### src/design/pmt_pkg.sv
// ----------------------------------------------------------------------------
// pmt_pkg: shared types and constants of the program map section parser
// Parser phases, result record layout, header offsets and register map.
// ----------------------------------------------------------------------------
package pmt_pkg;

  // header and entry geometry
  localparam int unsigned HEADER_BYTES = 12;
  localparam int unsigned ENTRY_BYTES  = 5;
  localparam int unsigned POS_W        = 13;
  localparam int unsigned LEN_W        = 12;
  localparam int unsigned PID_W        = 13;
  localparam int unsigned IDX_W        = $clog2(ENTRY_BYTES);

  // byte offsets within the section header, table id at offset 0
  localparam logic [POS_W-1:0] POS_LEN_HI  = POS_W'(1);
  localparam logic [POS_W-1:0] POS_LEN_LO  = POS_W'(2);
  localparam logic [POS_W-1:0] POS_PROG_HI = POS_W'(3);
  localparam logic [POS_W-1:0] POS_PROG_LO = POS_W'(4);
  localparam logic [POS_W-1:0] POS_INFO_HI = POS_W'(10);
  localparam logic [POS_W-1:0] POS_INFO_LO = POS_W'(HEADER_BYTES - 1);

  // smallest section length with room for header and crc
  localparam logic [LEN_W-1:0] MIN_SECTION_LEN = LEN_W'(HEADER_BYTES + 1);

  // byte offsets within an elementary stream entry
  localparam logic [IDX_W-1:0] ENT_TYPE    = IDX_W'(0);
  localparam logic [IDX_W-1:0] ENT_PID_HI  = IDX_W'(1);
  localparam logic [IDX_W-1:0] ENT_PID_LO  = IDX_W'(2);
  localparam logic [IDX_W-1:0] ENT_INFO_HI = IDX_W'(3);
  localparam logic [IDX_W-1:0] ENT_LAST    = IDX_W'(ENTRY_BYTES - 1);

  localparam logic [7:0] COUNT_MAX = 8'hFF;

  // result kinds
  localparam logic KIND_ENTRY   = 1'b0;
  localparam logic KIND_SUMMARY = 1'b1;

  // register map
  localparam int unsigned PADDR_W     = 3;
  localparam logic        REG_AUDIO   = 1'b0;
  localparam logic        REG_VIDEO   = 1'b1;
  localparam logic [7:0]  AUDIO_RESET = 8'd3;
  localparam logic [7:0]  VIDEO_RESET = 8'd2;

  typedef enum logic [2:0] {
    PH_IDLE,
    PH_HEADER,
    PH_SKIP,
    PH_ENTRY,
    PH_TRAILER
  } phase_e;

  typedef struct packed {
    logic             kind;
    logic [7:0]       tbl_id;
    logic [15:0]      prog_num;
    logic [7:0]       strm_type;
    logic [PID_W-1:0] es_pid;
    logic [LEN_W-1:0] es_desc_len;
    logic [7:0]       stream_count;
    logic [PID_W-1:0] audio_pid;
    logic             audio_found;
    logic [PID_W-1:0] video_pid;
    logic             video_found;
    logic             malformed;
  } res_t;

endpackage

### src/design/pmt_in_if.sv
// ----------------------------------------------------------------------------
// pmt_in_if: section byte channel
// Valid/ready channel carrying one section byte and its start marker.
// ----------------------------------------------------------------------------
interface pmt_in_if;
  logic       valid;
  logic       ready;
  logic [7:0] data_byte;
  logic       section_start;

  modport source (output valid, data_byte, section_start, input ready);
  modport sink   (input valid, data_byte, section_start, output ready);
endinterface

### src/design/pmt_out_if.sv
// ----------------------------------------------------------------------------
// pmt_out_if: parser result channel
// Valid/ready channel carrying entry records and section summaries.
// ----------------------------------------------------------------------------
interface pmt_out_if;
  logic        valid;
  logic        ready;
  logic        kind;
  logic [7:0]  tbl_id;
  logic [15:0] prog_num;
  logic [7:0]  strm_type;
  logic [12:0] es_pid;
  logic [11:0] es_desc_len;
  logic [7:0]  stream_count;
  logic [12:0] audio_pid;
  logic        audio_found;
  logic [12:0] video_pid;
  logic        video_found;
  logic        malformed;

  modport source (
    output valid, kind, tbl_id, prog_num, strm_type, es_pid,
           es_desc_len, stream_count, audio_pid, audio_found, video_pid,
           video_found, malformed,
    input  ready
  );
  modport sink (
    input  valid, kind, tbl_id, prog_num, strm_type, es_pid,
           es_desc_len, stream_count, audio_pid, audio_found, video_pid,
           video_found, malformed,
    output ready
  );
endinterface

### src/design/pmt_core.sv
// ----------------------------------------------------------------------------
// pmt_core: per-byte section parser
// Walks header, descriptor loops and entries; at most one result per accepted byte.
// ----------------------------------------------------------------------------
module pmt_core
  import pmt_pkg::*;
(
  input  logic       clk_i,
  input  logic       rst_ni,
  input  logic       in_fire_i,
  input  logic [7:0] data_byte_i,
  input  logic       section_start_i,
  input  logic [7:0] audio_type_i,
  input  logic [7:0] video_type_i,
  output logic       res_valid_o,
  output res_t       res_o,
  output phase_e     phase_o
);

  phase_e           phase_q, phase_d;
  logic [POS_W-1:0] pos_q, pos_d;
  logic [LEN_W-1:0] len_q, len_d;
  logic [LEN_W-1:0] skip_q, skip_d;
  logic [IDX_W-1:0] idx_q, idx_d;
  logic [7:0]       etype_q, etype_d;
  logic [PID_W-1:0] epid_q, epid_d;
  logic [LEN_W-1:0] einfo_q, einfo_d;
  logic [7:0]       tid_q, tid_d;
  logic [15:0]      prog_q, prog_d;
  logic [7:0]       count_q, count_d;
  logic             afound_q, afound_d;
  logic [PID_W-1:0] apid_q, apid_d;
  logic             vfound_q, vfound_d;
  logic [PID_W-1:0] vpid_q, vpid_d;
  logic             err_q, err_d;
  logic             res_kind;

  logic [POS_W-1:0] pos_inc;
  logic [POS_W-1:0] crc_pos;
  logic [POS_W-1:0] end_pos;
  logic             crc_hit;
  logic             end_hit;
  logic             len_short;
  logic [LEN_W-1:0] hdr_skip;
  logic [LEN_W-1:0] skip_dec;
  logic [LEN_W-1:0] info_full;
  logic             entry_done;

  assign pos_inc    = pos_q + POS_W'(1);
  assign crc_pos    = {1'b0, len_q} - POS_W'(1);
  assign end_pos    = {1'b0, len_q} + POS_W'(2);
  assign crc_hit    = pos_inc >= crc_pos;
  assign end_hit    = pos_inc >= end_pos;
  assign len_short  = len_q < MIN_SECTION_LEN;
  assign hdr_skip   = {skip_q[LEN_W-1:8], data_byte_i};
  assign skip_dec   = skip_q - LEN_W'(1);
  assign info_full  = {einfo_q[LEN_W-1:8], data_byte_i};
  assign entry_done = idx_q == ENT_LAST;

  // next phase
  always_comb begin
    phase_d = phase_q;
    if (in_fire_i) begin
      if (section_start_i) begin
        phase_d = PH_HEADER;
      end else begin
        unique case (phase_q)
          PH_HEADER: begin
            if (pos_inc == POS_INFO_LO) begin
              if (len_short) phase_d = PH_IDLE;
              else if (hdr_skip != '0) phase_d = PH_SKIP;
              else phase_d = PH_ENTRY;
            end
          end
          PH_SKIP: begin
            if (crc_hit) phase_d = end_hit ? PH_IDLE : PH_TRAILER;
            else if (skip_dec == '0) phase_d = PH_ENTRY;
          end
          PH_ENTRY: begin
            if (crc_hit) phase_d = end_hit ? PH_IDLE : PH_TRAILER;
            else if (entry_done && info_full != '0) phase_d = PH_SKIP;
          end
          PH_TRAILER: begin
            if (crc_hit && end_hit) phase_d = PH_IDLE;
          end
          default: phase_d = phase_q;
        endcase
      end
    end
  end

  // field capture and result strobe
  always_comb begin
    pos_d       = pos_q;
    len_d       = len_q;
    skip_d      = skip_q;
    idx_d       = idx_q;
    etype_d     = etype_q;
    epid_d      = epid_q;
    einfo_d     = einfo_q;
    tid_d       = tid_q;
    prog_d      = prog_q;
    count_d     = count_q;
    afound_d    = afound_q;
    apid_d      = apid_q;
    vfound_d    = vfound_q;
    vpid_d      = vpid_q;
    err_d       = err_q;
    res_valid_o = 1'b0;
    res_kind    = KIND_ENTRY;

    if (in_fire_i && section_start_i) begin
      pos_d    = '0;
      len_d    = '0;
      skip_d   = '0;
      idx_d    = '0;
      etype_d  = '0;
      epid_d   = '0;
      einfo_d  = '0;
      tid_d    = data_byte_i;
      prog_d   = '0;
      count_d  = '0;
      afound_d = 1'b0;
      apid_d   = '0;
      vfound_d = 1'b0;
      vpid_d   = '0;
      err_d    = 1'b0;
    end else if (in_fire_i && phase_q != PH_IDLE) begin
      pos_d = pos_inc;
      if (phase_q == PH_HEADER) begin
        unique case (pos_inc)
          POS_LEN_HI:  len_d  = {data_byte_i[3:0], 8'h00};
          POS_LEN_LO:  len_d  = {len_q[LEN_W-1:8], data_byte_i};
          POS_PROG_HI: prog_d = {data_byte_i, 8'h00};
          POS_PROG_LO: prog_d = {prog_q[15:8], data_byte_i};
          POS_INFO_HI: skip_d = {data_byte_i[3:0], 8'h00};
          POS_INFO_LO: begin
            skip_d = hdr_skip;
            idx_d  = '0;
            if (len_short) begin
              err_d       = 1'b1;
              res_valid_o = 1'b1;
              res_kind    = KIND_SUMMARY;
            end
          end
          default: ;
        endcase
      end else if (crc_hit) begin
        // descriptor loop or entry cut short by the crc
        if (phase_q == PH_SKIP || (phase_q == PH_ENTRY && idx_q != '0)) begin
          err_d = 1'b1;
        end
        if (end_hit) begin
          res_valid_o = 1'b1;
          res_kind    = KIND_SUMMARY;
        end
      end else if (phase_q == PH_SKIP) begin
        skip_d = skip_dec;
        if (skip_dec == '0) idx_d = '0;
      end else if (phase_q == PH_ENTRY) begin
        unique case (idx_q)
          ENT_TYPE:    etype_d = data_byte_i;
          ENT_PID_HI:  epid_d  = {data_byte_i[4:0], 8'h00};
          ENT_PID_LO:  epid_d  = {epid_q[PID_W-1:8], data_byte_i};
          ENT_INFO_HI: einfo_d = {data_byte_i[3:0], 8'h00};
          default:     einfo_d = info_full;
        endcase
        if (entry_done) begin
          idx_d = '0;
          if (count_q != COUNT_MAX) count_d = count_q + 8'd1;
          if (!afound_q && etype_q == audio_type_i) begin
            afound_d = 1'b1;
            apid_d   = epid_q;
          end
          if (!vfound_q && etype_q == video_type_i) begin
            vfound_d = 1'b1;
            vpid_d   = epid_q;
          end
          if (info_full != '0) skip_d = info_full;
          res_valid_o = 1'b1;
          res_kind    = KIND_ENTRY;
        end else begin
          idx_d = idx_q + IDX_W'(1);
        end
      end
    end
  end

  // result record from the updated state
  always_comb begin
    res_o.kind         = res_kind;
    res_o.tbl_id       = tid_d;
    res_o.prog_num     = prog_d;
    res_o.strm_type    = (res_kind == KIND_SUMMARY) ? '0 : etype_d;
    res_o.es_pid       = (res_kind == KIND_SUMMARY) ? '0 : epid_d;
    res_o.es_desc_len  = (res_kind == KIND_SUMMARY) ? '0 : einfo_d;
    res_o.stream_count = count_d;
    res_o.audio_pid    = apid_d;
    res_o.audio_found  = afound_d;
    res_o.video_pid    = vpid_d;
    res_o.video_found  = vfound_d;
    res_o.malformed    = err_d;
  end

  assign phase_o = phase_q;

  always_ff @(posedge clk_i or negedge rst_ni) begin
    if (!rst_ni) begin
      phase_q  <= PH_IDLE;
      pos_q    <= '0;
      len_q    <= '0;
      skip_q   <= '0;
      idx_q    <= '0;
      etype_q  <= '0;
      epid_q   <= '0;
      einfo_q  <= '0;
      tid_q    <= '0;
      prog_q   <= '0;
      count_q  <= '0;
      afound_q <= 1'b0;
      apid_q   <= '0;
      vfound_q <= 1'b0;
      vpid_q   <= '0;
      err_q    <= 1'b0;
    end else begin
      phase_q  <= phase_d;
      pos_q    <= pos_d;
      len_q    <= len_d;
      skip_q   <= skip_d;
      idx_q    <= idx_d;
      etype_q  <= etype_d;
      epid_q   <= epid_d;
      einfo_q  <= einfo_d;
      tid_q    <= tid_d;
      prog_q   <= prog_d;
      count_q  <= count_d;
      afound_q <= afound_d;
      apid_q   <= apid_d;
      vfound_q <= vfound_d;
      vpid_q   <= vpid_d;
      err_q    <= err_d;
    end
  end

endmodule

### src/design/pmt_out_skid.sv
// ----------------------------------------------------------------------------
// pmt_out_skid: result register with skid stage
// Holds a waiting result and takes one more while the sink stalls.
// ----------------------------------------------------------------------------
module pmt_out_skid
  import pmt_pkg::*;
(
  input  logic clk_i,
  input  logic rst_ni,
  input  logic push_i,
  input  res_t push_data_i,
  output logic ready_o,
  output logic valid_o,
  input  logic pop_ready_i,
  output res_t data_o
);

  logic main_valid_q, main_valid_d;
  logic skid_valid_q, skid_valid_d;
  res_t main_q, main_d;
  res_t skid_q, skid_d;

  always_comb begin
    main_valid_d = main_valid_q;
    skid_valid_d = skid_valid_q;
    main_d       = main_q;
    skid_d       = skid_q;
    if (!main_valid_q || pop_ready_i) begin
      if (skid_valid_q) begin
        main_valid_d = 1'b1;
        main_d       = skid_q;
        skid_valid_d = 1'b0;
      end else begin
        main_valid_d = push_i;
        main_d       = push_data_i;
      end
    end else if (push_i) begin
      skid_valid_d = 1'b1;
      skid_d       = push_data_i;
    end
  end

  assign ready_o = !skid_valid_q;
  assign valid_o = main_valid_q;
  assign data_o  = main_q;

  always_ff @(posedge clk_i or negedge rst_ni) begin
    if (!rst_ni) begin
      main_valid_q <= 1'b0;
      skid_valid_q <= 1'b0;
    end else begin
      main_valid_q <= main_valid_d;
      skid_valid_q <= skid_valid_d;
    end
  end

  always_ff @(posedge clk_i) begin
    main_q <= main_d;
    skid_q <= skid_d;
  end

endmodule

### src/design/pmt_section_parser.sv
// ----------------------------------------------------------------------------
// pmt_section_parser: byte-serial MPEG-2 program map section parser
// Emits one record per elementary stream entry and a summary per section.
// ----------------------------------------------------------------------------
// output: each result is registered, via the skid stage if the sink stalls
// throughput: one section byte per cycle while in_i ready, set by the single-pass decode
// the result register plus a one-deep skid stage keep in_i ready while a
// result waits; in_i ready drops only when both hold a result
// reset: parser goes idle, waiting for a section start; stream type
// registers return to audio 3 and video 2; no clearing pass is needed
module pmt_section_parser
  import pmt_pkg::*;
(
  input  logic               clk_i,
  input  logic               rst_ni,
  pmt_in_if.sink             in_i,
  pmt_out_if.source          out_o,
  input  logic               psel,
  input  logic               penable,
  input  logic               pwrite,
  input  logic [PADDR_W-1:0] paddr,
  input  logic [31:0]        pwdata,
  output logic [31:0]        prdata,
  output logic               pready
);

  logic       cfg_sel;
  logic [7:0] audio_q;
  logic [7:0] video_q;
  logic       cfg_wr;
  logic       in_fire;
  logic       res_valid;
  res_t       res;
  res_t       out_res;
  phase_e     phase;

  // ---------------------------------------------------------------------------
  // configuration registers, word index taken from paddr bit 2
  // ---------------------------------------------------------------------------
  assign pready  = 1'b1;
  assign cfg_wr  = psel && penable && pwrite;
  assign cfg_sel = paddr[2];

  always_ff @(posedge clk_i or negedge rst_ni) begin
    if (!rst_ni) begin
      audio_q <= AUDIO_RESET;
      video_q <= VIDEO_RESET;
    end else if (cfg_wr) begin
      unique case (cfg_sel)
        REG_AUDIO: audio_q <= pwdata[7:0];
        REG_VIDEO: video_q <= pwdata[7:0];
        default: ;
      endcase
    end
  end

  always_comb begin
    unique case (cfg_sel)
      REG_AUDIO: prdata = {24'h0, audio_q};
      REG_VIDEO: prdata = {24'h0, video_q};
      default:   prdata = '0;
    endcase
  end

  // ---------------------------------------------------------------------------
  // byte decode: all state updates and the result happen on the transfer edge
  // ---------------------------------------------------------------------------
  assign in_fire = in_i.valid && in_i.ready;

  pmt_core u_core (
    .clk_i           (clk_i),
    .rst_ni          (rst_ni),
    .in_fire_i       (in_fire),
    .data_byte_i     (in_i.data_byte),
    .section_start_i (in_i.section_start),
    .audio_type_i    (audio_q),
    .video_type_i    (video_q),
    .res_valid_o     (res_valid),
    .res_o           (res),
    .phase_o         (phase)
  );

  // ---------------------------------------------------------------------------
  // result register and skid stage towards the sink
  // ---------------------------------------------------------------------------
  pmt_out_skid u_skid (
    .clk_i       (clk_i),
    .rst_ni      (rst_ni),
    .push_i      (res_valid),
    .push_data_i (res),
    .ready_o     (in_i.ready),
    .valid_o     (out_o.valid),
    .pop_ready_i (out_o.ready),
    .data_o      (out_res)
  );

  assign out_o.kind         = out_res.kind;
  assign out_o.tbl_id       = out_res.tbl_id;
  assign out_o.prog_num     = out_res.prog_num;
  assign out_o.strm_type    = out_res.strm_type;
  assign out_o.es_pid       = out_res.es_pid;
  assign out_o.es_desc_len  = out_res.es_desc_len;
  assign out_o.stream_count = out_res.stream_count;
  assign out_o.audio_pid    = out_res.audio_pid;
  assign out_o.audio_found  = out_res.audio_found;
  assign out_o.video_pid    = out_res.video_pid;
  assign out_o.video_found  = out_res.video_found;
  assign out_o.malformed    = out_res.malformed;

  // ---------------------------------------------------------------------------
  // checks
  // ---------------------------------------------------------------------------
  // a result only ever comes from an accepted byte
  assert property (@(posedge clk_i) disable iff (!rst_ni)
    res_valid |-> in_fire)
    else $error("result without an input transfer");

  // a summary closes the section
  assert property (@(posedge clk_i) disable iff (!rst_ni)
    (res_valid && res.kind == KIND_SUMMARY) |=> phase == PH_IDLE)
    else $error("parser not idle after section summary");

  // an entry record always counts itself
  assert property (@(posedge clk_i) disable iff (!rst_ni)
    (res_valid && res.kind == KIND_ENTRY) |-> res.stream_count != 8'd0)
    else $error("entry record with zero stream count");

endmodule

### src/flat_wrapper.sv
// flat-port wrapper written by rule: the top's interface ports become plain ports
module pmt_section_parser_flat import pmt_pkg::*;
  (clk_i, rst_ni, psel, penable, pwrite, paddr, pwdata, prdata, pready, in_i_valid, in_i_data_byte, in_i_section_start, in_i_ready, out_o_valid, out_o_kind, out_o_tbl_id, out_o_prog_num, out_o_strm_type, out_o_es_pid, out_o_es_desc_len, out_o_stream_count, out_o_audio_pid, out_o_audio_found, out_o_video_pid, out_o_video_found, out_o_malformed, out_o_ready);
  pmt_in_if in_i_i ();
  pmt_out_if out_o_i ();
  input  logic clk_i;
  input  logic rst_ni;
  input  logic psel;
  input  logic penable;
  input  logic pwrite;
  input  logic [PADDR_W-1:0] paddr;
  input  logic [31:0] pwdata;
  output logic [31:0] prdata;
  output logic pready;
  input wire logic [$bits(in_i_i.valid)-1:0] in_i_valid;
  input wire logic [$bits(in_i_i.data_byte)-1:0] in_i_data_byte;
  input wire logic [$bits(in_i_i.section_start)-1:0] in_i_section_start;
  output wire logic [$bits(in_i_i.ready)-1:0] in_i_ready;
  output wire logic [$bits(out_o_i.valid)-1:0] out_o_valid;
  output wire logic [$bits(out_o_i.kind)-1:0] out_o_kind;
  output wire logic [$bits(out_o_i.tbl_id)-1:0] out_o_tbl_id;
  output wire logic [$bits(out_o_i.prog_num)-1:0] out_o_prog_num;
  output wire logic [$bits(out_o_i.strm_type)-1:0] out_o_strm_type;
  output wire logic [$bits(out_o_i.es_pid)-1:0] out_o_es_pid;
  output wire logic [$bits(out_o_i.es_desc_len)-1:0] out_o_es_desc_len;
  output wire logic [$bits(out_o_i.stream_count)-1:0] out_o_stream_count;
  output wire logic [$bits(out_o_i.audio_pid)-1:0] out_o_audio_pid;
  output wire logic [$bits(out_o_i.audio_found)-1:0] out_o_audio_found;
  output wire logic [$bits(out_o_i.video_pid)-1:0] out_o_video_pid;
  output wire logic [$bits(out_o_i.video_found)-1:0] out_o_video_found;
  output wire logic [$bits(out_o_i.malformed)-1:0] out_o_malformed;
  input wire logic [$bits(out_o_i.ready)-1:0] out_o_ready;
  assign in_i_i.valid = in_i_valid;
  assign in_i_i.data_byte = in_i_data_byte;
  assign in_i_i.section_start = in_i_section_start;
  assign in_i_ready = in_i_i.ready;
  assign out_o_valid = out_o_i.valid;
  assign out_o_kind = out_o_i.kind;
  assign out_o_tbl_id = out_o_i.tbl_id;
  assign out_o_prog_num = out_o_i.prog_num;
  assign out_o_strm_type = out_o_i.strm_type;
  assign out_o_es_pid = out_o_i.es_pid;
  assign out_o_es_desc_len = out_o_i.es_desc_len;
  assign out_o_stream_count = out_o_i.stream_count;
  assign out_o_audio_pid = out_o_i.audio_pid;
  assign out_o_audio_found = out_o_i.audio_found;
  assign out_o_video_pid = out_o_i.video_pid;
  assign out_o_video_found = out_o_i.video_found;
  assign out_o_malformed = out_o_i.malformed;
  assign out_o_i.ready = out_o_ready;
  pmt_section_parser u_core (.clk_i(clk_i), .rst_ni(rst_ni), .in_i(in_i_i), .out_o(out_o_i), .psel(psel), .penable(penable), .pwrite(pwrite), .paddr(paddr), .pwdata(pwdata), .prdata(prdata), .pready(pready));
endmodule
### config.mk
export PLATFORM = sky130hd
export DESIGN_NAME = pmt_section_parser_flat
export DESIGN_NICKNAME = d
export VERILOG_FILES = /design/src/design/pmt_pkg.sv /design/src/design/pmt_in_if.sv /design/src/design/pmt_out_if.sv /design/src/design/pmt_core.sv /design/src/design/pmt_out_skid.sv /design/src/design/pmt_section_parser.sv /design/src/flat_wrapper.sv
export SDC_FILE = /design/constraint.sdc
export NUM_CORES = 1
export LEC_CHECK = 0
export BUFFER_PORTS_ARGS = -buffer_cell sky130_fd_sc_hd__buf_2
export CAP_MARGIN = 15
export CORE_MARGIN = 5
export CORE_UTILIZATION = 53
export DETAILED_ROUTE_END_ITERATION = 8
export PLACE_DENSITY = 0.76
export SLEW_MARGIN = 20
export SYNTH_ARGS = -nofsm -noshare
export SYNTH_HDL_FRONTEND = slang
export SYNTH_SLANG_ARGS = --single-unit
### constraint.sdc
create_clock -name clk_i -period 9.69 [get_ports clk_i]
set_input_delay 1.4535 -clock clk_i [delete_from_list [all_inputs] [get_ports clk_i]]
set_output_delay 1.4535 -clock clk_i [all_outputs]
set_load 0.01 [all_outputs]
==> flow_summary.yaml, run 1 <==
sta:
  fin_crit_sh: 0.591
  max_slew_margin: 0.344
  timing.fmax_mhz: 175
  rsz0062_at_grt: "false"
  drv_slew: 0
  setup_viol: 0
  layout_min_cycle_time_ns: 5.72
  fin_setup_tns_ns: 0
  skew_ns: 0.0217
  hold_viol: 0
  worstMarginPinSlew_ns: 0.985
placed_design:
  gp_congestion: 0.919
  port_buffers: 129
  dp_hpwl_um: 24900
  dp.cells: 1889
  place_area_mm2: 0.0171
cts:
  clkTransAtPathRegs_ns: 0.06
  cts_made_buffers: 36
  clkLatencyLatePin_ns: 0.53
  ctsHoldBuffers: 0
  cts_num_sinks: 345
  cts_tree: "built"
  cts_buffer_depth: 3
  cts_max_level: 2
  cts.root.buffer_cell: "clkbuf_16"
  cts_setup_buffers: 0
  cts-resized-gates: 0
grt:
  first_global_vias: 11000
  grt_max_degree: 94
  grt_util_met2: 0.351
  antenna_found_initial: 2
  grt_first_pass_wirelength_um: 60500
  grt_use_met3: 0.0344
  track_usage: 0.222
  top_usage_layer: "met2"
  overflow: 0
  met1_usage: 0.326
hold_path:
  hold_depth: 2
  hold_path_end: "u_core.u_core.tid_q[5]$_DFF_PN0_"
  hold_class: "flip-flop to flip-flop"
  hold_path.startpoint: "u_core.u_core.tid_q[5]$_DFF_PN0_"
worst_setup_path:
  cp_max_fo: 61
  required_ns: 9.83
  r2r_end: "u_core.u_skid.skid_q[81]$_DFFE_PP_"
  crit_arrival_ns: 5.86
  r2r_setup_slack_ns: 3.97
  timing.rr.start: "u_core.u_core.pos_q[1]$_DFFE_PN0N_"
  endpoint_kind: "flip-flop"
  start_kind: "flip-flop"
  worstRegToRegCells: 15
  crit_type: "flip-flop to flip-flop"
logic_synthesis:
  netlist-cell-type-count: 79
  syn_inst: 1444
  synth-async-reset-ratio: 0.449
  syn_area_mm2: 0.0163
  synth_sequential_area_ratio: 0.588
  synth_edf_count: 190
  yosysWarnings: 0
  synthFlopType: "edfxtp_1"
  synth.avg_cell_area_um2: 11.3
  ys_seq_elements: 345
drt:
  drt-total-wl_um: 38200
  vias_per_cell: 5.78
  drt_iter0_drc: 1117
  drc: 0
  dr_total_vias: 11300
  wl_per_cell_um: 19.6
  antenna_left: 0
  drtPass1Iterations: 5
power_and_ir_drop:
  power.leakage_nw: 8.35
  peakVddDrop_mv: 0.176
  powerDensity_mw_per_mm2: 224
  p_total_mw: 4.09
final_layout:
  syn2layout_area_growth_pct: 12.2
  instances_no_fill: 1955
  design_area_mm2: 0.0183
  drive_gt1_frac: 0.178
  fillCellCount: 2463
  nets: 1624
outcome:
  outcome: "completed"
floorplanning:
  die_h_um: 185
  rows: 64
  initial_core_util: 0.535
  fp.dieW_um: 185
  ios: 181
  dieArea_mm2: 0.0344
  core_area_mm2: 0.0305
job:
  max_cap_viol_count: 0
[cell usage in the layout, fill, tap and decap left out, types with 16 or more instances in the layout]
cell,netlist,routed
a21oi_1,25,25
a22oi_1,17,17
buf_2,11,128
clkbuf_16,0,36
conb_1,2,25
dfrtp_1,152,150
edfxtp_1,190,190
ha_1,42,41
inv_1,51,51
mux2_2,47,47
mux2i_1,49,49
nand2_1,192,191
nand3_1,38,38
nand4_1,18,18
nor2_1,147,146
nor3_1,32,31
nor4_1,16,16
o21ai_0,49,49
o21ai_1,29,29
o31ai_1,44,44
xnor2_1,26,26
xor2_1,33,32
[worst max-delay path: stages, from the launching register on]
cell and delay, ns:
dfrtp_1 0.48, ha_2 0.31, nand4_1 0.26, nor2_2 0.24
and3_4 0.23, and3_4 0.19, xor2_2 0.09, ha_1 0.33
nand4_1 0.23, a21oi_1 0.46, or2_4 0.29, mux2i_1 0.29
a21oi_1 0.12, nor3_2 0.49, buf_4 0.51, buf_4 0.73
[final cells by class]
class,instances,area [µm²],share of cell area
Tap cell,396,495,0.0271
Inverter,54,203,0.0111
Timing Repair Buffer,138,719,0.0393
Sequential cell,345,9590,0.524
Clock buffer,44,951,0.0520
Multi-Input combinational cell,956,6080,0.332
Antenna cell,1,2.50,0.000137
Clock inverter,21,258,0.0141
[cells by family after synthesis]
group                    after synthesis  share of synthesized area
flip-flops                           345                      0.588
adder cells (fa/ha/maj)               42                     0.0322
AO/OA/AOI/OAI                        226                     0.0934
buffers and inverters                166                     0.0480
other                                  2                   0.000460
multiplexers                          97                     0.0634
XOR/XNOR                              59                     0.0317
AND/OR/NAND/NOR                      507                      0.143
[report_power, final]
part | total, mW | leakage (nW) | internal (mW) | switching (mW)
sequential | 1.77 | 4.11 | 1.66 | 0.113
clock | 1.41 | 0.588 | 0.839 | 0.571
combinational | 0.910 | 3.65 | 0.359 | 0.551
total | 4.09 | 8.35 | 2.86 | 1.24
[worst max path at each step]
| stage | to | slack [ns] | depth (start not counted) | start |
|---|---|---|---|---|
| 2_1_floorplan | u_core.u_skid.skid_q[0]$_DFFE_PP_ | -0.46 | 16 | u_core.u_core.pos_q[1]$_DFFE_PN0N_ |
| 3_3_place_gp | u_core.u_skid.skid_q[85]$_DFFE_PP_ | 4.14 | 15 | u_core.u_core.pos_q[1]$_DFFE_PN0N_ |
| 3_5_place_dp | u_core.u_skid.skid_q[79]$_DFFE_PP_ | 4.07 | 16 | u_core.u_core.pos_q[1]$_DFFE_PN0N_ |
| 4_1_cts | u_core.u_skid.skid_q[86]$_DFFE_PP_ | 4.04 | 15 | u_core.u_core.pos_q[1]$_DFFE_PN0N_ |
| 5_1_grt | u_core.u_skid.skid_q[86]$_DFFE_PP_ | 3.62 | 15 | u_core.u_core.pos_q[1]$_DFFE_PN0N_ |
| 6_report | u_core.u_skid.skid_q[81]$_DFFE_PP_ | 3.97 | 15 | u_core.u_core.pos_q[1]$_DFFE_PN0N_ |
[flip-flops by register name, summed over array words and instances, names as in the netlist]
name,count
u_core.u_core.epid_q,13
u_core.u_core.vpid_q,13
u_core.u_core.err_q,1
u_core.u_skid.valid_o,1
u_core.u_skid.skid_valid_q,1
u_core.u_skid.data_o,95
u_core.u_core.afound_q,1
u_core.u_core.skip_q,12
u_core.u_core.pos_q,13
u_core.audio_q,8
u_core.video_q,8
u_core.u_core.prog_q,16
u_core.u_core.idx_q,3
u_core.u_core.etype_q,8
u_core.u_core.phase_o,3
u_core.u_core.apid_q,13
u_core.u_core.einfo_q,12
u_core.u_core.len_q,12
u_core.u_core.tid_q,8
u_core.u_core.vfound_q,1
u_core.u_skid.skid_q,95
u_core.u_core.count_q,8
[routing by layer]
layer,wire length [µm],vias up
met5,0,-
met4,858,0
met3,2700,62
met2,17700,412
met1,17000,5556
li1,-,5274
[cells in the mapped netlist, drive strengths merged (17+ instances only)]
library cell | number | share of area
buf | 51 | 0.022
dfrtp | 152 | 0.23
o21ai | 78 | 0.024
o31ai | 46 | 0.022
a21oi | 25 | 0.0077
nor2 | 148 | 0.034
nor3 | 35 | 0.012
mux2 | 48 | 0.033
nand2 | 192 | 0.044
mux2i | 49 | 0.030
xor2 | 33 | 0.018
xnor2 | 26 | 0.014
inv | 52 | 0.012
nand4 | 19 | 0.0077
ha | 42 | 0.032
nand3 | 39 | 0.012
edfxtp | 190 | 0.35
clkbuf | 61 | 0.014
a22oi | 17 | 0.0078
nor4 | 17 | 0.0074
[per-stage QoR]
step / utilization / hold WS, ns / worst slack (ns)
finish: 0.600 / 0.501 / 3.97
global route: 0.600 / 0.536 / 3.62
CTS: 0.600 / 0.495 / 4.04
detailed placement: 0.560 / 0.481 / 4.07
global placement: 0.560 / 0.469 / 4.14
floorplan: - / 0.451 / -0.463
Note: power is estimated with default switching activity, not from simulation.
==> run 2, diff against run 1 <==
==> constraint.sdc (replaced) <==
create_clock -name clk_i -period 5.2 [get_ports clk_i]
set_input_delay 0.78 -clock clk_i [delete_from_list [all_inputs] [get_ports clk_i]]
set_output_delay 0.78 -clock clk_i [all_outputs]
set_load 0.01 [all_outputs]
==> flow_summary.yaml, run 2 (synthesis gave the netlist of run 1 again) <==
outcome:
  outcome: "completed"
hold_path:
  hold_class: "primary input to async pin"
sta:
  fin_ws_ns: 0.533
  fin_setup_tns_ns: 0
  rsz0062_at_grt: "false"
  fin_hold_ws_ns: 0.302
  max_slew_margin: 0.318
  layout_min_cycle_time_ns: 4.67
  skew_ns: 0.0254
  drv_slew: 0
  setup_viol: 0
  worstMarginPinSlew_ns: 1.02
  timing.fmax_mhz: 214
  hold_viol: 0
  fin_crit_sh: 0.898
power_and_ir_drop:
  power.leakage_nw: 8.36
  powerDensity_mw_per_mm2: 408
  p_total_mw: 7.47
  peakVddDrop_mv: 0.270
cts:
  cts_num_sinks: 345
  clkTransAtPathRegs_ns: 0.06
  cts_made_buffers: 36
  clkLatencyLatePin_ns: 0.54
  cts-resized-gates: 0
  cts_buffer_depth: 3
  cts.root.buffer_cell: "clkbuf_16"
  ctsHoldBuffers: 0
  cts_max_level: 2
  cts_setup_buffers: 0
  cts_tree: "built"
drt:
  wl_per_cell_um: 19.4
  dr_total_vias: 11400
  antenna_left: 0
  drt_iter0_drc: 1134
  drc: 0
  drt-total-wl_um: 38100
  drtPass1Iterations: 5
  vias_per_cell: 5.79
final_layout:
  layout_common_cells: "191 x nand2_1, 190 x edfxtp_1, 150 x dfrtp_1"
  layout_commonest_cell: "nand2_1"
  design_area_mm2: 0.0183
  post-route-util: 0.600
  drive_gt1_frac: 0.180
  fillCellCount: 2454
  syn2layout_area_growth_pct: 12.3
  multiInputGateArea_mm2: 0.00608
  regArea_mm2: 0.00959
  nets: 1634
  diodes: 0
  instances_no_fill: 1965
floorplanning:
  rows: 64
  dieArea_mm2: 0.0344
  die_h_um: 185
  initial_core_util: 0.535
  ios: 181
  fp.dieW_um: 185
  core_area_mm2: 0.0305
placed_design:
  dp_hpwl_um: 25100
  gp_congestion: 0.923
  port_buffers: 129
  place_ws_ns: 0.542
  dp.cells: 1899
  place_area_mm2: 0.0172
worst_setup_path:
  required_ns: 5.45
  endpoint_kind: "flip-flop"
  start_kind: "flip-flop"
  crit_type: "flip-flop to flip-flop"
  cp_max_fo: 17
  crit_arrival_ns: 4.92
grt:
  grt_max_degree: 102
  antenna_found_initial: 0
  track_usage: 0.220
  grt_first_pass_wirelength_um: 60300
  overflow: 0
  first_global_vias: 11100
job:
  max_cap_viol_count: 0
==> run 2: cell count changes in the layout (fill, tap and decap cells not counted), sizes merged <==
cell and delta:
clkinv +5, diode -1, clkinvlp -1, bufinv -4, buf +10, clkbuf +1
==> run 2: final cells by class <==
| class | instances | share of cell area |
|---|---|---|
| inverter | 54 | 0.0111 |
| timing repair buffer | 148 | 0.0447 |
| tap | 396 | 0.0271 |
| sequential | 345 | 0.524 |
| multi-input combinational | 956 | 0.332 |
| clock buffer | 45 | 0.0527 |
| clock inverter | 21 | 0.00874 |
==> run 2: per-layer routing <==
metal | share of wire | track usage | up-vias
met5 | 0 | 0 | -
met4 | 0.020 | 0.0552 | 0
met3 | 0.064 | 0.0346 | 62
met2 | 0.47 | 0.350 | 403
met1 | 0.44 | 0.321 | 5607
li1 | - | - | 5298
==> run 2: critical path: stages (launching register included) <==
cell     delay (ns)
dfrtp_1        0.48
ha_2           0.30
nand4_1        0.23
nor2_2         0.22
and3_4         0.23
and3_4         0.19
xor2_2         0.22
ha_1           0.30
a21oi_1        0.16
o21a_1         0.22
o41ai_4        0.13
or3b_1         0.71
or2_2          0.52
a31oi_1        0.34
o31ai_1        0.12
==> run 2: path summary, 6_finish.rpt <==
| check | endpoint | depth (start not counted) | from | slack, ns |
|---|---|---|---|---|
| worst max-delay path | u_core.u_skid.data_o[37]$_DFFE_PN_ | 14 | u_core.u_core.pos_q[1]$_DFFE_PN0N_ | 0.53 |
| worst min-delay path | u_core.video_q[0]$_DFFE_PN0P_ | 1 | rst_ni | 0.30 |
| worst max register to register | u_core.u_skid.data_o[37]$_DFFE_PN_ | 14 | u_core.u_core.pos_q[1]$_DFFE_PN0N_ | 0.53 |
| worst min register to register | u_core.u_core.tid_q[3]$_DFF_PN0_ | 2 | u_core.u_core.tid_q[3]$_DFF_PN0_ | 0.49 |
| max in group asynchronous | u_core.u_core.vpid_q[6]$_DFF_PN0_ | 2 | rst_ni | 3.80 |
| min in group clk_i | u_core.u_core.tid_q[3]$_DFF_PN0_ | 2 | u_core.u_core.tid_q[3]$_DFF_PN0_ | 0.49 |
==> run 2: power by group <==
group / internal (mW) / switching, mW
combinational: 0.673 / 1.04
sequential: 3.09 / 0.217
clock: 1.38 / 1.06
total: 5.14 / 2.32
==> run 3, diff against run 2 <==
--- a/config.mk
+++ b/config.mk
@@ -10,7 +10,7 @@
 export CORE_MARGIN = 5
 export CORE_UTILIZATION = 53
 export DETAILED_ROUTE_END_ITERATION = 8
-export PLACE_DENSITY = 0.76
+export PLACE_DENSITY = 0.74
 export SLEW_MARGIN = 20
 export SYNTH_ARGS = -nofsm -noshare
 export SYNTH_HDL_FRONTEND = slang
==> flow_summary.yaml, run 3 (synthesis gave the netlist of run 1 again) <==
drt:
  wl_per_cell_um: 19.6
  vias_per_cell: 5.77
  drt-total-wl_um: 38500
  drt_iter0_drc: 934
  drtPass1Iterations: 5
  dr_total_vias: 11300
  antenna_left: 0
  drc: 0
sta:
  skew_ns: 0.0151
  fin_crit_sh: 0.916
  drv_slew: 0
  max_slew_margin: 0.333
  timing.fmax_mhz: 210
  hold_viol: 0
  worstMarginPinSlew_ns: 1.00
  fin_hold_ws_ns: 0.357
  layout_min_cycle_time_ns: 4.77
  fin_setup_tns_ns: 0
  setup_viol: 0
  rsz0062_at_grt: "false"
worst_setup_path:
  endpoint_kind: "flip-flop"
  cp_max_fo: 17
  cpMostUsedCell: "and3_4"
  cp_num_buf_inv: 0
  timing.rr.start: "u_core.u_core.pos_q[1]$_DFFE_PN0N_"
  worstRegToRegCells: 14
  start_kind: "flip-flop"
  critical-path-slowest-cell: "or3b_1"
  r2r_setup_slack_ns: 0.43
  required_ns: 5.43
  crit_type: "flip-flop to flip-flop"
  crit_chain: "ha_2 > nand4_1 > nor2_2 > and3_4 > and3_4 > xor2_2 > ha_1 > a21oi_1 > o21a_1 > o41ai_4 > or3b_1 > or2_2 > a31oi_1 > o31ai_1"
  critPathTopFamily: "simple AND/OR/NAND/NOR gates"
  crit_arrival_ns: 5.00
  max_stage_delay_ns: 0.72
  r2r_end: "u_core.u_skid.data_o[41]$_DFFE_PN_"
final_layout:
  instances_no_fill: 1965
  drive_gt1_frac: 0.180
  multiInputGateArea_mm2: 0.00608
  diodes: 0
  syn2layout_area_growth_pct: 12.5
  layout_commonest_cell: "nand2_1"
  regArea_mm2: 0.00959
  layout_common_cells: "191 x nand2_1, 190 x edfxtp_1, 150 x dfrtp_1"
  nets: 1635
  fillCellCount: 2458
cts:
  cts.root.buffer_cell: "clkbuf_16"
  cts_buffer_depth: 3
  cts-resized-gates: 0
  cts_tree: "built"
  cts_max_level: 2
  clkLatencyLatePin_ns: 0.52
  cts_setup_buffers: 0
  cts_made_buffers: 35
  ctsHoldBuffers: 0
  clkTransAtPathRegs_ns: 0.06
  cts_num_sinks: 345
floorplanning:
  core_area_mm2: 0.0305
  rows: 64
  ios: 181
  initial_core_util: 0.535
  dieArea_mm2: 0.0344
  die_h_um: 185
  fp.dieW_um: 185
power_and_ir_drop:
  powerDensity_mw_per_mm2: 408
  peakVddDrop_mv: 0.283
  power.leakage_nw: 8.38
grt:
  grt_first_pass_wirelength_um: 61300
  track_usage: 0.224
  antenna_found_initial: 0
  first_global_vias: 11300
  overflow: 0
  grt_max_degree: 98
placed_design:
  gp_congestion: 0.944
  dp_hpwl_um: 25600
  dp.cells: 1901
  port_buffers: 129
outcome:
  outcome: "completed"
job:
  max_cap_viol_count: 0
hold_path:
  hold_class: "primary input to async pin"
run 3: worst register-to-register path: cells and delay by family (launching register included):
| family | cells | cell delay [ns] |
|---|---|---|
| XOR/XNOR | 1 | 0.24 |
| flip-flops | 1 | 0.48 |
| AO/OA/AOI/OAI | 5 | 0.99 |
| AND/OR/NAND/NOR | 6 | 2.17 |
| adder cells (fa/ha/maj) | 2 | 0.62 |
run 3: layout make-up:
class                           instances  share of cell area
Clock buffer                           45              0.0520
Clock inverter                         19             0.00982
Inverter                               54              0.0110
Multi-Input combinational cell        956               0.331
Sequential cell                       345               0.523
Tap cell                              396              0.0270
Timing Repair Buffer                  150              0.0462
run 3: worst max-delay path by stage:
stage | cells past startpoint | slack (ns) | to | start
floorplan | 16 | -4.95 | u_core.u_skid.skid_q[0]$_DFFE_PP_ | u_core.u_core.pos_q[1]$_DFFE_PN0N_
global placement | 14 | 0.61 | u_core.u_skid.data_o[44]$_DFFE_PN_ | u_core.u_core.pos_q[1]$_DFFE_PN0N_
detailed placement | 14 | 0.52 | u_core.u_skid.data_o[41]$_DFFE_PN_ | u_core.u_core.pos_q[1]$_DFFE_PN0N_
CTS | 14 | 0.48 | u_core.u_skid.data_o[41]$_DFFE_PN_ | u_core.u_core.pos_q[1]$_DFFE_PN0N_
global route | 14 | 0.19 | u_core.u_skid.data_o[41]$_DFFE_PN_ | u_core.u_core.pos_q[1]$_DFFE_PN0N_
finish | 14 | 0.43 | u_core.u_skid.data_o[41]$_DFFE_PN_ | u_core.u_core.pos_q[1]$_DFFE_PN0N_
run 3: stage by stage:
step | utilization | power (mW) | setup slack, ns | instance area [µm²]
2_1_floorplan | - | 4.60 | -4.95 | 16500
3_3_place_gp | 0.564 | 5.01 | 0.613 | 17200
3_5_place_dp | 0.564 | 5.07 | 0.518 | 17200
4_1_cts | 0.602 | 7.52 | 0.482 | 18400
5_1_grt | 0.602 | 7.89 | 0.190 | 18400
6_report | 0.602 | 7.50 | 0.435 | 18400
run 3: metal layers:
layer  vias to the layer above  wire [µm]  global-route usage  share of wire
met4                         0       1090              0.0722          0.028
met2                       400      17500               0.348           0.46
met3                        88       2650              0.0430          0.069
li1                       5294          -                   -              -
met5                         -          0                   0              0
met1                      5563      17200               0.321           0.45
run 3: report_power, final:
group	internal [mW]	switching [mW]	total, mW
logic	0.674	1.07	1.74
clock network	1.41	1.04	2.45
registers	3.09	0.217	3.31
total	5.18	2.32	7.49
